**src/rtl/core/lwlc_pkg.sv**
```systemverilog
`timescale 1ns / 1ps

package lwlc_pkg;

    localparam int FRACTION_BITS = 8;

    localparam int PIX_W     = 24;
    localparam int CH_W      = 8;
    localparam int NUM_TAPS  = 9;
    localparam int NUM_CH    = 3;
    localparam int NUM_LINKS = 8;
    localparam int LINK_W    = 3;

    localparam int IN_TDATA_W  = PIX_W * NUM_TAPS;
    localparam int IN_TUSER_W  = LINK_W;
    localparam int OUT_TDATA_W = 40;

    localparam int ACC_W = 11;
    localparam int MAG_W = 10;
    localparam int SQ_W  = 18;
    localparam int SUM_W = 20;
    localparam int Q3_W  = 18;

    // floor(x / 3) for x below 2^20 as (x * ceil(2^21 / 3)) >> 21
    localparam int DIV3_SHIFT  = 21;
    localparam int DIV3_MUL_W  = 21;
    localparam int DIV3_PROD_W = SUM_W + DIV3_MUL_W;
    localparam logic [DIV3_MUL_W-1:0] DIV3_MUL = 21'd699051;

    localparam int FRAC2_W = 2 * FRACTION_BITS;
    localparam longint unsigned THIRD_K_L = ((64'd1 << FRAC2_W) - 64'd1) / 3;
    localparam logic [FRAC2_W-1:0] THIRD_K = THIRD_K_L[FRAC2_W-1:0];

    localparam int EVEN_SHIFT = 4;
    localparam int ODD_SHIFT  = 1;

    localparam int RAD_W  = Q3_W + FRAC2_W;
    localparam int ROOT_W = RAD_W / 2;
    localparam int REM_W  = ROOT_W + 2;

    localparam int DERIV_W = 16;
    localparam int COST_W  = 17;
    localparam logic [DERIV_W-1:0] DERIV_MAX = 16'hFFFF;

    // floor(sqrt2 * 2^20) - 1, slightly low so the estimate never overshoots
    localparam int SQRT2_K_W   = 21;
    localparam int SQRT2_SHIFT = 20;
    localparam logic [SQRT2_K_W-1:0] SQRT2_K = 21'd1482909;
    localparam int PROD_W = DERIV_W + SQRT2_K_W;
    localparam int DSQ_W  = 2 * DERIV_W + 1;
    localparam int CSQ_W  = 2 * COST_W;

    localparam int CFG_ADDR_W = 3;
    localparam int CFG_DATA_W = 32;
    localparam logic [DERIV_W-1:0] MAX_DERIV_RESET = 16'hFFFF;

    typedef enum logic {
        REG_MAX_DERIV = 1'b0
    } reg_idx_t;

    typedef enum logic [1:0] {
        W_ZERO = 2'b00,
        W_POS  = 2'b01,
        W_NEG  = 2'b11
    } weight_t;

    // taps: up_left, up, up_right, left, center, right, down_left, down, down_right
    localparam weight_t KERNEL_TAB [NUM_LINKS][NUM_TAPS] = '{
        '{W_ZERO, W_POS,  W_POS,  W_ZERO, W_ZERO, W_ZERO, W_ZERO, W_NEG,  W_NEG },
        '{W_ZERO, W_NEG,  W_ZERO, W_ZERO, W_ZERO, W_POS,  W_ZERO, W_ZERO, W_ZERO},
        '{W_POS,  W_ZERO, W_NEG,  W_POS,  W_ZERO, W_NEG,  W_ZERO, W_ZERO, W_ZERO},
        '{W_ZERO, W_POS,  W_ZERO, W_NEG,  W_ZERO, W_ZERO, W_ZERO, W_ZERO, W_ZERO},
        '{W_POS,  W_POS,  W_ZERO, W_ZERO, W_ZERO, W_ZERO, W_NEG,  W_NEG,  W_ZERO},
        '{W_ZERO, W_ZERO, W_ZERO, W_NEG,  W_ZERO, W_ZERO, W_ZERO, W_POS,  W_ZERO},
        '{W_ZERO, W_ZERO, W_ZERO, W_POS,  W_ZERO, W_NEG,  W_POS,  W_ZERO, W_NEG },
        '{W_ZERO, W_ZERO, W_ZERO, W_ZERO, W_ZERO, W_NEG,  W_ZERO, W_POS,  W_ZERO}
    };

    typedef struct packed {
        logic valid;
        logic odd;
    } ctl_t;

    typedef struct packed {
        logic [COST_W-1:0]  cost;
        logic [DERIV_W-1:0] deriv;
    } result_t;

endpackage

```
**src/rtl/core/lwlc_kernel.sv**
```systemverilog
`timescale 1ns / 1ps

module lwlc_kernel
    import lwlc_pkg::*;
(
    input  logic                  clk,
    input  logic                  rst_n,
    input  logic                  advance,
    input  logic                  in_valid,
    input  logic [IN_TDATA_W-1:0] in_pix,
    input  logic [LINK_W-1:0]     in_link,
    output ctl_t                  out_ctl,
    output logic [RAD_W-1:0]      out_rad
);

    ctl_t                      ctl1_reg, ctl2_reg, ctl3_reg, ctl4_reg, ctl5_reg;
    logic signed [ACC_W-1:0]   acc_reg [NUM_CH];
    logic signed [ACC_W-1:0]   acc_next [NUM_CH];
    logic [SQ_W-1:0]           sq_reg [NUM_CH];
    logic [SQ_W-1:0]           sq_next [NUM_CH];
    logic [SUM_W-1:0]          sum_reg, sum4_reg;
    logic [Q3_W-1:0]           q3_reg;
    logic [DIV3_PROD_W-1:0]    div_prod;
    logic [SUM_W-1:0]          rem3;
    logic [FRAC2_W-1:0]        rem_k;
    logic [RAD_W-1:0]          scaled3;
    logic [RAD_W-1:0]          rad_reg, rad_next;

    // channel kernel sums
    always_comb
    begin
        logic signed [ACC_W-1:0] px;
        for (int ch = 0; ch < NUM_CH; ch++)
        begin
            acc_next[ch] = '0;
            for (int t = 0; t < NUM_TAPS; t++)
            begin
                px = ACC_W'($signed({1'b0, in_pix[t*PIX_W + ch*CH_W +: CH_W]}));
                case (KERNEL_TAB[in_link][t])
                    W_POS:   acc_next[ch] = acc_next[ch] + px;
                    W_NEG:   acc_next[ch] = acc_next[ch] - px;
                    default: acc_next[ch] = acc_next[ch];
                endcase
            end
        end
    end

    // squared magnitudes
    always_comb
    begin
        logic [ACC_W-1:0] mag;
        for (int ch = 0; ch < NUM_CH; ch++)
        begin
            mag = acc_reg[ch][ACC_W-1] ? ACC_W'(-acc_reg[ch]) : ACC_W'(acc_reg[ch]);
            sq_next[ch] = SQ_W'(mag[MAG_W-1:0] * mag[MAG_W-1:0]);
        end
    end

    assign div_prod = DIV3_PROD_W'(sum_reg) * DIV3_PROD_W'(DIV3_MUL);

    // sum * 2^2F / 3 split as (q3 << 2F) + r * (2^2F - 1) / 3
    always_comb
    begin
        rem3 = sum4_reg - SUM_W'({q3_reg, 1'b0}) - SUM_W'(q3_reg);
        case (rem3[1:0])
            2'd1:    rem_k = THIRD_K;
            2'd2:    rem_k = {THIRD_K[FRAC2_W-2:0], 1'b0};
            default: rem_k = '0;
        endcase
        scaled3  = {q3_reg, rem_k};
        rad_next = ctl4_reg.odd ? (scaled3 >> ODD_SHIFT) : (scaled3 >> EVEN_SHIFT);
    end

    always_ff @(posedge clk or negedge rst_n)
    begin
        if (!rst_n)
        begin
            ctl1_reg <= '0;
            ctl2_reg <= '0;
            ctl3_reg <= '0;
            ctl4_reg <= '0;
            ctl5_reg <= '0;
        end
        else if (advance)
        begin
            ctl1_reg <= '{valid: in_valid, odd: in_link[0]};
            ctl2_reg <= ctl1_reg;
            ctl3_reg <= ctl2_reg;
            ctl4_reg <= ctl3_reg;
            ctl5_reg <= ctl4_reg;
        end
    end

    always_ff @(posedge clk)
    begin
        if (advance)
        begin
            for (int ch = 0; ch < NUM_CH; ch++)
            begin
                acc_reg[ch] <= acc_next[ch];
                sq_reg[ch]  <= sq_next[ch];
            end
            sum_reg  <= SUM_W'(sq_reg[0]) + SUM_W'(sq_reg[1]) + SUM_W'(sq_reg[2]);
            q3_reg   <= div_prod[DIV3_SHIFT +: Q3_W];
            sum4_reg <= sum_reg;
            rad_reg  <= rad_next;
        end
    end

    assign out_ctl = ctl5_reg;
    assign out_rad = rad_reg;

endmodule

```
**src/rtl/core/lwlc_sqrt.sv**
```systemverilog
`timescale 1ns / 1ps

module lwlc_sqrt
    import lwlc_pkg::*;
(
    input  logic              clk,
    input  logic              rst_n,
    input  logic              advance,
    input  ctl_t              in_ctl,
    input  logic [RAD_W-1:0]  in_rad,
    output ctl_t              out_ctl,
    output logic [ROOT_W-1:0] out_root
);

    ctl_t              ctl_reg  [ROOT_W];
    logic [ROOT_W-1:0] root_reg [ROOT_W];
    logic [REM_W-1:0]  rem_reg  [ROOT_W-1];
    logic [RAD_W-1:0]  rad_reg  [ROOT_W-1];

    ctl_t              st_ctl  [ROOT_W];
    logic [ROOT_W-1:0] st_root [ROOT_W];
    logic [REM_W-1:0]  st_rem  [ROOT_W];
    logic [RAD_W-1:0]  st_rad  [ROOT_W];

    assign st_ctl[0]  = in_ctl;
    assign st_root[0] = '0;
    assign st_rem[0]  = '0;
    assign st_rad[0]  = in_rad;

    // one result bit per stage, two radicand bits consumed per stage
    for (genvar j = 0; j < ROOT_W; j++)
    begin : g_stage
        logic [REM_W-1:0] rem_sh;
        logic [REM_W-1:0] trial;
        logic             bit_set;

        assign rem_sh  = {st_rem[j][REM_W-3:0], st_rad[j][RAD_W-1 -: 2]};
        assign trial   = {st_root[j], 2'b01};
        assign bit_set = (rem_sh >= trial);

        always_ff @(posedge clk or negedge rst_n)
        begin
            if (!rst_n)
            begin
                ctl_reg[j] <= '0;
            end
            else if (advance)
            begin
                ctl_reg[j] <= st_ctl[j];
            end
        end

        always_ff @(posedge clk)
        begin
            if (advance)
            begin
                root_reg[j] <= {st_root[j][ROOT_W-2:0], bit_set};
            end
        end

        if (j < ROOT_W - 1)
        begin : g_carry
            always_ff @(posedge clk)
            begin
                if (advance)
                begin
                    rem_reg[j] <= bit_set ? (rem_sh - trial) : rem_sh;
                    rad_reg[j] <= {st_rad[j][RAD_W-3:0], 2'b00};
                end
            end

            assign st_ctl[j+1]  = ctl_reg[j];
            assign st_root[j+1] = root_reg[j];
            assign st_rem[j+1]  = rem_reg[j];
            assign st_rad[j+1]  = rad_reg[j];
        end
    end

    assign out_ctl  = ctl_reg[ROOT_W-1];
    assign out_root = root_reg[ROOT_W-1];

endmodule

```
**src/rtl/core/lwlc_cost.sv**
```systemverilog
`timescale 1ns / 1ps

module lwlc_cost
    import lwlc_pkg::*;
(
    input  logic               clk,
    input  logic               rst_n,
    input  logic               advance,
    input  logic [DERIV_W-1:0] max_deriv,
    input  ctl_t               in_ctl,
    input  logic [ROOT_W-1:0]  in_root,
    output ctl_t               out_ctl,
    output result_t            out_res
);

    localparam int WIDE_W = ROOT_W + DERIV_W;

    ctl_t               ctl1_reg, ctl2_reg, ctl3_reg;
    logic [WIDE_W-1:0]  root_wide;
    logic [DERIV_W-1:0] deriv_sat;
    logic [DERIV_W-1:0] deriv1_reg, deriv2_reg, deriv3_reg;
    logic [DERIV_W-1:0] diff1_reg, diff2_reg, diff3_reg;
    logic [PROD_W-1:0]  prod_reg;
    logic [DSQ_W-1:0]   dsq2_reg, dsq3_reg;
    logic [COST_W-1:0]  cand;
    logic [COST_W-1:0]  cand_up;
    logic [COST_W-1:0]  cand_reg;
    logic [CSQ_W-1:0]   csq_reg;
    logic [COST_W-1:0]  cost;

    assign root_wide = WIDE_W'(in_root);
    assign deriv_sat = (root_wide > WIDE_W'(DERIV_MAX)) ? DERIV_MAX : root_wide[DERIV_W-1:0];

    // estimate floor(diff * sqrt2), then bump by one where the square allows
    assign cand    = prod_reg[SQRT2_SHIFT +: COST_W];
    assign cand_up = cand + COST_W'(1);

    always_comb
    begin
        if (!ctl3_reg.odd)
        begin
            cost = COST_W'(diff3_reg);
        end
        else if (DSQ_W'(csq_reg) <= dsq3_reg)
        begin
            cost = cand_reg + COST_W'(1);
        end
        else
        begin
            cost = cand_reg;
        end
    end

    always_ff @(posedge clk or negedge rst_n)
    begin
        if (!rst_n)
        begin
            ctl1_reg <= '0;
            ctl2_reg <= '0;
            ctl3_reg <= '0;
        end
        else if (advance)
        begin
            ctl1_reg <= in_ctl;
            ctl2_reg <= ctl1_reg;
            ctl3_reg <= ctl2_reg;
        end
    end

    always_ff @(posedge clk)
    begin
        if (advance)
        begin
            deriv1_reg <= deriv_sat;
            diff1_reg  <= (max_deriv > deriv_sat) ? (max_deriv - deriv_sat) : '0;

            deriv2_reg <= deriv1_reg;
            diff2_reg  <= diff1_reg;
            prod_reg   <= PROD_W'(diff1_reg) * PROD_W'(SQRT2_K);
            dsq2_reg   <= (DSQ_W'(diff1_reg) * DSQ_W'(diff1_reg)) << 1;

            deriv3_reg <= deriv2_reg;
            diff3_reg  <= diff2_reg;
            dsq3_reg   <= dsq2_reg;
            cand_reg   <= cand;
            csq_reg    <= CSQ_W'(cand_up) * CSQ_W'(cand_up);
        end
    end

    assign out_ctl = ctl3_reg;
    assign out_res = '{cost: cost, deriv: deriv3_reg};

endmodule

```
**src/rtl/core/lwlc_out_buf.sv**
```systemverilog
`timescale 1ns / 1ps

module lwlc_out_buf
    import lwlc_pkg::*;
(
    input  logic    clk,
    input  logic    rst_n,
    input  ctl_t    in_ctl,
    input  result_t in_res,
    output logic    advance,
    output logic    out_valid,
    input  logic    out_ready,
    output result_t out_res
);

    logic    out_valid_reg, out_valid_next;
    logic    skid_valid_reg, skid_valid_next;
    result_t out_res_reg, out_res_next;
    result_t skid_res_reg, skid_res_next;
    logic    push;

    // pipeline moves only while the skid slot is free
    assign advance = !skid_valid_reg;
    assign push    = advance && in_ctl.valid;

    always_comb
    begin
        out_valid_next  = out_valid_reg;
        skid_valid_next = skid_valid_reg;
        out_res_next    = out_res_reg;
        skid_res_next   = skid_res_reg;
        if (!out_valid_reg || out_ready)
        begin
            if (skid_valid_reg)
            begin
                out_valid_next  = 1'b1;
                out_res_next    = skid_res_reg;
                skid_valid_next = 1'b0;
            end
            else
            begin
                out_valid_next = push;
                out_res_next   = in_res;
            end
        end
        else if (push)
        begin
            skid_valid_next = 1'b1;
            skid_res_next   = in_res;
        end
    end

    always_ff @(posedge clk or negedge rst_n)
    begin
        if (!rst_n)
        begin
            out_valid_reg  <= 1'b0;
            skid_valid_reg <= 1'b0;
        end
        else
        begin
            out_valid_reg  <= out_valid_next;
            skid_valid_reg <= skid_valid_next;
        end
    end

    always_ff @(posedge clk)
    begin
        out_res_reg  <= out_res_next;
        skid_res_reg <= skid_res_next;
    end

    assign out_valid = out_valid_reg;
    assign out_res   = out_res_reg;

endmodule

```
**src/rtl/core/live_wire_link_cost.sv**
```systemverilog
`timescale 1ns / 1ps

// Live-wire link cost. Each input item carries the 3x3 RGB neighbourhood of a
// pixel in s_axis_tdata and a link index (0..7) in s_axis_tuser; each output
// item carries the RMS directional derivative (unsigned Q8.8) and the refined
// link cost (Q9.8, times sqrt2 on odd links, floored at zero) computed
// against the max_derivative register at APB byte address 0 (reset 0xFFFF).
// The block accepts one item per clock while s_axis_tready is high and
// returns one result per item in order. Items pass through 5 kernel stages,
// one stage per root bit (9 + FRACTION_BITS, 17 for Q8.8), 3 cost stages
// and the output register. s_axis_tready drops only while a result waits in
// the skid slot behind a stalled output; max_derivative should be written only
// while no items are in flight.

module live_wire_link_cost
    import lwlc_pkg::*;
(
    input  logic                   clk,
    input  logic                   rst_n,

    input  logic                   s_axis_tvalid,
    output logic                   s_axis_tready,
    // pix_up_left, pix_up, pix_up_right, pix_left, pix_center, pix_right,
    // pix_down_left, pix_down, pix_down_right
    input  logic [IN_TDATA_W-1:0]  s_axis_tdata,
    // link
    input  logic [IN_TUSER_W-1:0]  s_axis_tuser,

    output logic                   m_axis_tvalid,
    input  logic                   m_axis_tready,
    // derivative, refined_cost, zero fill
    output logic [OUT_TDATA_W-1:0] m_axis_tdata,

    input  logic                   psel,
    input  logic                   penable,
    input  logic                   pwrite,
    input  logic [CFG_ADDR_W-1:0]  paddr,
    input  logic [CFG_DATA_W-1:0]  pwdata,
    output logic [CFG_DATA_W-1:0]  prdata,
    output logic                   pready
);

    logic [DERIV_W-1:0] max_deriv_reg;
    logic               advance;
    ctl_t               kern_ctl, root_ctl, cost_ctl;
    logic [RAD_W-1:0]   kern_rad;
    logic [ROOT_W-1:0]  root_val;
    result_t            cost_res, out_res;
    logic               reg_hit;

    assign pready  = 1'b1;
    assign reg_hit = (paddr[2] == REG_MAX_DERIV);
    assign prdata  = reg_hit ? CFG_DATA_W'(max_deriv_reg) : '0;

    always_ff @(posedge clk or negedge rst_n)
    begin
        if (!rst_n)
        begin
            max_deriv_reg <= MAX_DERIV_RESET;
        end
        else if (psel && penable && pwrite && pready && reg_hit)
        begin
            max_deriv_reg <= pwdata[DERIV_W-1:0];
        end
    end

    assign s_axis_tready = advance;

    lwlc_kernel u_kernel (
        .clk      (clk),
        .rst_n    (rst_n),
        .advance  (advance),
        .in_valid (s_axis_tvalid),
        .in_pix   (s_axis_tdata),
        .in_link  (s_axis_tuser),
        .out_ctl  (kern_ctl),
        .out_rad  (kern_rad)
    );

    lwlc_sqrt u_sqrt (
        .clk      (clk),
        .rst_n    (rst_n),
        .advance  (advance),
        .in_ctl   (kern_ctl),
        .in_rad   (kern_rad),
        .out_ctl  (root_ctl),
        .out_root (root_val)
    );

    lwlc_cost u_cost (
        .clk       (clk),
        .rst_n     (rst_n),
        .advance   (advance),
        .max_deriv (max_deriv_reg),
        .in_ctl    (root_ctl),
        .in_root   (root_val),
        .out_ctl   (cost_ctl),
        .out_res   (cost_res)
    );

    lwlc_out_buf u_out_buf (
        .clk       (clk),
        .rst_n     (rst_n),
        .in_ctl    (cost_ctl),
        .in_res    (cost_res),
        .advance   (advance),
        .out_valid (m_axis_tvalid),
        .out_ready (m_axis_tready),
        .out_res   (out_res)
    );

    assign m_axis_tdata = {(OUT_TDATA_W - COST_W - DERIV_W)'(0), out_res};

endmodule

```
**config.mk**
```make
export PLATFORM = sky130hd
export DESIGN_NAME = live_wire_link_cost
export DESIGN_NICKNAME = d
export VERILOG_FILES = /design/src/rtl/core/lwlc_pkg.sv /design/src/rtl/core/lwlc_kernel.sv /design/src/rtl/core/lwlc_sqrt.sv /design/src/rtl/core/lwlc_cost.sv /design/src/rtl/core/lwlc_out_buf.sv /design/src/rtl/core/live_wire_link_cost.sv
export SDC_FILE = /design/constraint.sdc
export NUM_CORES = 2
export LEC_CHECK = 0
export ABC_AREA = 0
export ABC_CLOCK_PERIOD_IN_PS = 28300
export BUFFER_PORTS_ARGS = -buffer_cell sky130_fd_sc_hd__clkbuf_2
export CORE_MARGIN = 4
export CORE_UTILIZATION = 35
export CTS_CLUSTER_SIZE = 30
export DETAILED_ROUTE_END_ITERATION = 10
export PLACE_DENSITY = 0.56
export SYNTH_ARGS = -nofsm -noshare
export SYNTH_HDL_FRONTEND = slang
export SYNTH_SLANG_ARGS = --single-unit
```
**constraint.sdc**
```tcl
create_clock -name clk -period 28.3 [get_ports clk]
set_input_delay 2.83 -clock clk [delete_from_list [all_inputs] [get_ports clk]]
set_output_delay 2.83 -clock clk [all_outputs]
set_load 0.05 [all_outputs]
```
# Yosys cells after proc, flatten, opt, wreduce, memory -nomap -nowiden

Memory sizes are Yosys's and may differ from the RTL's.
Index checks and enable logic that the tools add are counted.

Register bits: 455
RAM bits: 1,192
Bits in read-only memories: 144
Bits of input ports: 261
Output and inout port bits: 75
Word-level logic and storage cells: 275
Memories kept: 6

Memories:

| name             | words | width | read ports | clocked after memory_dff | write ports | RTL line          | RTL |
|---|---|---|---|---|---|---|---|
| u_sqrt.rad_reg   | 16    | 32    | 16         | 0                        | 16          | lwlc_sqrt.sv:18   | `logic [RAD_W-1:0] rad_reg [ROOT_W-1];` |
| u_sqrt.rem_reg   | 16    | 19    | 16         | 0                        | 16          | lwlc_sqrt.sv:17   | `logic [REM_W-1:0] rem_reg [ROOT_W-1];` |
| u_sqrt.root_reg  | 17    | 17    | 17         | 0                        | 17          | lwlc_sqrt.sv:16   | `logic [ROOT_W-1:0] root_reg [ROOT_W];` |
| (name not given) | 8     | 18    | 1          | 0                        | 0           | lwlc_kernel.sv:39 | `case (KERNEL_TAB[in_link][t])` |
| u_kernel.sq_reg  | 3     | 18    | 3          | 0                        | 3           | lwlc_kernel.sv:19 | `logic [SQ_W-1:0] sq_reg [NUM_CH];` |
| u_kernel.acc_reg | 3     | 11    | 3          | 0                        | 3           | lwlc_kernel.sv:17 | `logic signed [ACC_W-1:0] acc_reg [NUM_CH];` |

$add $sub $neg: 77
Multipliers: 7
$lt $le $gt $ge: 21
Eq/ne operators: 20
Mux-type cells: 59
Bitwise operators: 3
Reductions and logical operators: 9

Operator list:

| kind                                                 | count |
|---|---|
| case mux 11 bit (2 select lines)                     | 27 |
| >= comparator 19 bit                                 | 16 |
| two-way mux 19 bit                                   | 16 |
| subtractor 19 bit                                    | 15 |
| adder 11 x 9 -> 11 bit                               | 24 |
| subtractor 11 x 9 -> 11 bit                          | 24 |
| multiplier 10 x 10 -> 18 bit                         | 3 |
| multiplier 20 x 20 -> 39 bit (second input constant) | 1 |
| multiplier 16 x 21 -> 37 bit (second input constant) | 1 |
| two-way mux 18 bit                                   | 2 |
| adder 17 x 1 -> 17 bit (second input constant)       | 2 |
| two-way mux 17 bit                                   | 2 |
| less-or-equal comparator 33 bit                      | 1 |
| multiplier 17 x 17 -> 33 bit                         | 1 |
| two-way mux 33 bit                                   | 1 |
| multiplier 16 x 16 -> 32 bit                         | 1 |
| two-way mux 16 bit                                   | 2 |
| case mux 16 bit (2 select lines)                     | 1 |
| two-way mux 10 bit                                   | 3 |
| two-way mux 30 bit                                   | 1 |
| negator 10 bit                                       | 3 |
| subtractor 1 x 8 -> 9 bit (first input constant)     | 3 |
| adder 20 x 18 -> 20 bit                              | 1 |
| equality test 2 x 1 -> 1 bit (second input constant) | 10 |
| 17 further kinds                                     | 35 |

# Longest topological paths before layout

Word-level depth: 22
Mapped depth: 55
Depth with buffers taken out: 51

# Cells and area by module

A second synthesis with hierarchy kept.

Cell total of the unflattened synthesis: 9,495
Area total of the unflattened synthesis: 100,878.0 um^2

Modules (own cells, without submodules):

| module              | times used | cells each | area each (um^2) | seq. area each (um^2) |
|---|---|---|---|---|
| lwlc_kernel         | 1          | 4,089      | 35,471.5         | 4,664.5 |
| lwlc_sqrt           | 1          | 2,404      | 32,417.3         | 21,240.4 |
| lwlc_cost           | 1          | 2,814      | 29,417.0         | 6,816.5 |
| lwlc_out_buf        | 1          | 111        | 2,600.0          | 2,031.9 |
| live_wire_link_cost | 1          | 77         | 972.2            | 420.4 |

# Worst setup path before layout

Ideal clock, no wire load.

Kind: reg2out
Start: register u_out_buf.skid_valid_reg
End: output port s_axis_tready
Arrival: 18.394 ns
Required time: 25.470 ns
Path slack: 7.076 ns
Cell stages (with the launch flop): 3
Path through: dfrtp_1 clkbuf_1 inv_1

Longest elaborated chain between the ends: 1

Ends and longest elaborated chain:

| element                | RTL line                  | RTL |
|---|---|---|
| start, declared        | lwlc_out_buf.sv:17        | `logic skid_valid_reg, skid_valid_next;` |
| start signal, assigned | lwlc_out_buf.sv:63        | `skid_valid_reg <= skid_valid_next;` |
| logical NOT 1 bit      | lwlc_out_buf.sv:23        | `assign advance = !skid_valid_reg;` |
| end, declared          | live_wire_link_cost.sv:22 | `output logic s_axis_tready,` |

Every way passes these cells.

==> impl_results.md <==
* Outcome: finished, final reports clean
* EDFF count, synth at 978
* Slew @ Worst Pin at 1.10 ns
* Setup Skew at 0.0568 ns
* Final Max Slew Viols at 0
* Setup TNS at 0 ns
* Hold violation count in the final report at 0
* Initial Utilization at 35.2%
* Worst-Skew Late Latency at 0.76 ns
* Highest Signal Layer: met5
* Core ar. at 0.271 mm2
* Met2 WL post-DR at 107000 um
* Max reg flops at 248
* Max-cap violations at 0
* Total clock sinks at 1046
* Crit end category: flip-flop
* # resized after CTS at 0
* Met3 wire length at 8310 um
* Antenna viol nets, final at 0
* M1 wire length at 98000 um
* Vias per cell at 4.95
* Largest net degree at the start of global routing at 177
* Period minus WS final at 14.92 ns
* Routed len/inst at 16.6 um
* Via count at 65293
* Peak Freq at 67.0 MHz
* RSZ-0062 raised after global routing: false
* Post-CTS setup buffers at 0
* Final clock period utilization by the worst path at 52.7%
* Initial antenna violation count at 18
* CP max-delay cell: a211oi_1
* IO Count at 336
* Site row count at 191
* RePlAce Congestion at 0.892
* Grt total ovfl at 0
* Average cell area after synthesis at 10.4 um2
* Asr flop ratio synth at 6.50%
* CTS tree: built
* Die Y at 530 um
* Number of buffers created by CTS at 113
* Synth-to-Final Area Change at 9.89%
* Critical path class: primary input to flip-flop
* # DRC at 0
* Seq cells post-synth at 1046
* Dpl ws at 12.64 ns
* Hold-fix buffers, CTS at 0
* Crit-path max cell delay at 0.83 ns
* Gr usage total at 15.6%
* Hold crit path type: flip-flop to flip-flop
* Drt total wl at 219000 um
* Post-DP HPWL at 174000 um
* Finish-stage setup viols at 0
* Most frequent cells in the layout: inv_1 (1510), ha_1 (1160), edfxtp_1 (978)
* Rel. slew slack at 24.3%
* Iteration-0 DRC Markers at 3448
* Vias in the first global route at 68277
* Ys flop type: edfxtp_1
* Worst Path Arrival at 15.40 ns
* Post-Route Utilization at 38.7%
* Die width at 530 um
* Ys Warns at 0
* H-tree lvl count at 3
* Clock-pin slew on the worst setup and hold paths at 0.06 ns
* Sequential element share of the synthesized area at 32.6%
* First-pass GRT wire length at 356000 um
* Clk root buf: clkbuf_16
* PortBufs at 269
* Router iterations before antenna repair at 5
* Post-Layout Cell Count at 13189
* Distinct cells, synth at 102
* Synthesized area at 0.0955 mm2
* Nets at 11672
* Total Die Area at 0.281 mm2
* Most common cell after layout, fill and taps aside: inv_1
* Worst path most repeated cell: ha_1
* CTS max path bufs at 3
* Inst Count DP at 12962
* Layout cells sized above 1 at 8.69%
* Setup ws final at 13.38 ns
* CP max FO at 30
* CP required at 28.78 ns
* Post-Synthesis Cells at 9216
* CP startpoint kind: primary input
==> area by class of cell <==
| cell class | count | area [um2] |
|---|---|---|
| fillers | 26322 | 166000 |
| multi-input cells | 6489 | 58000 |
| flip-flops and latches | 1046 | 31100 |
| inverters | 1519 | 5710 |
| well taps | 3570 | 4470 |
| clock buffers | 143 | 2960 |
| repair buffers | 338 | 1890 |
| clock inverters | 67 | 727 |
| diodes | 17 | 42.5 |
==> metal layers <==
metal | up-vias | track usage, %
li1 | 31858 | -
met1 | 31941 | 20.2
met2 | 1188 | 27.2
met3 | 298 | 1.82
met4 | 8 | 4.42
met5 | - | 0
==> path summary, 6_finish.rpt <==
kind,from,to,slack (ns),cells past startpoint
max,s_axis_tuser[0],u_kernel.acc_reg[0][32],13.38,47
min,u_sqrt.rad_reg[0][155],u_sqrt.rad_reg[0][189],0.39,0
max reg2reg,u_cost.prod_reg[20],u_cost.csq_reg[29],19.02,30
min reg2reg,u_sqrt.rad_reg[0][155],u_sqrt.rad_reg[0][189],0.39,0
max in group asynchronous,rst_n,u_out_buf.skid_valid_reg,25.45,1
min in group asynchronous,rst_n,u_out_buf.skid_valid_reg,2.21,1
==> logic make-up after synthesis <==
kind of cell               Yosys count  synth area share (%)
AOI/OAI and AO/OA                 1475                  9.88
xor gates and xnor gates           708                  6.52
adders and majority gates         1905                  30.8
buffers and inverters             1704                  6.82
DFF                               1046                  32.6
muxes                              229                  2.67
other                                2               0.00787
and+or+nand+nor                   2147                  10.7
==> cell usage after synthesis, drive strengths merged, types with 85 or more instances <==
cell type	count	share of area [%]
xor2	291	2.7
nor2b	104	0.68
ha	1160	15
edfxtp	978	31
o21ai	339	1.8
nor3	162	0.85
nand2b	115	0.75
o21a	106	0.83
inv	1511	5.9
mux2	198	2.3
nor2	707	2.8
a21oi	438	2.3
fa	744	16
nand2	517	2.0
clkbuf	139	0.55
nand3	85	0.45
xnor2	415	3.8
a21o	155	1.2
==> per-stage QoR <==
stage                     instance area, um2  hold slack [ns]
after floorplan                        95600            0.400
after global placement                101000            0.401
after detailed placement              101000            0.405
after CTS                             105000            0.389
after global routing                  105000            0.406
final                                 105000            0.386
==> critical path, delay by kind of cell <==
family	cells	cell delay, ns
adder cells (fa/ha/maj)	8	3.12
multiplexers	2	0.94
AND/OR/NAND/NOR	11	1.56
XOR/XNOR	9	2.02
AO/OA/AOI/OAI	13	3.81
buffers and inverters	4	1.05
Power is left out: the tool's default activity adds up to more than one toggle a clock period on the data nets, which glitch-free logic cannot reach.
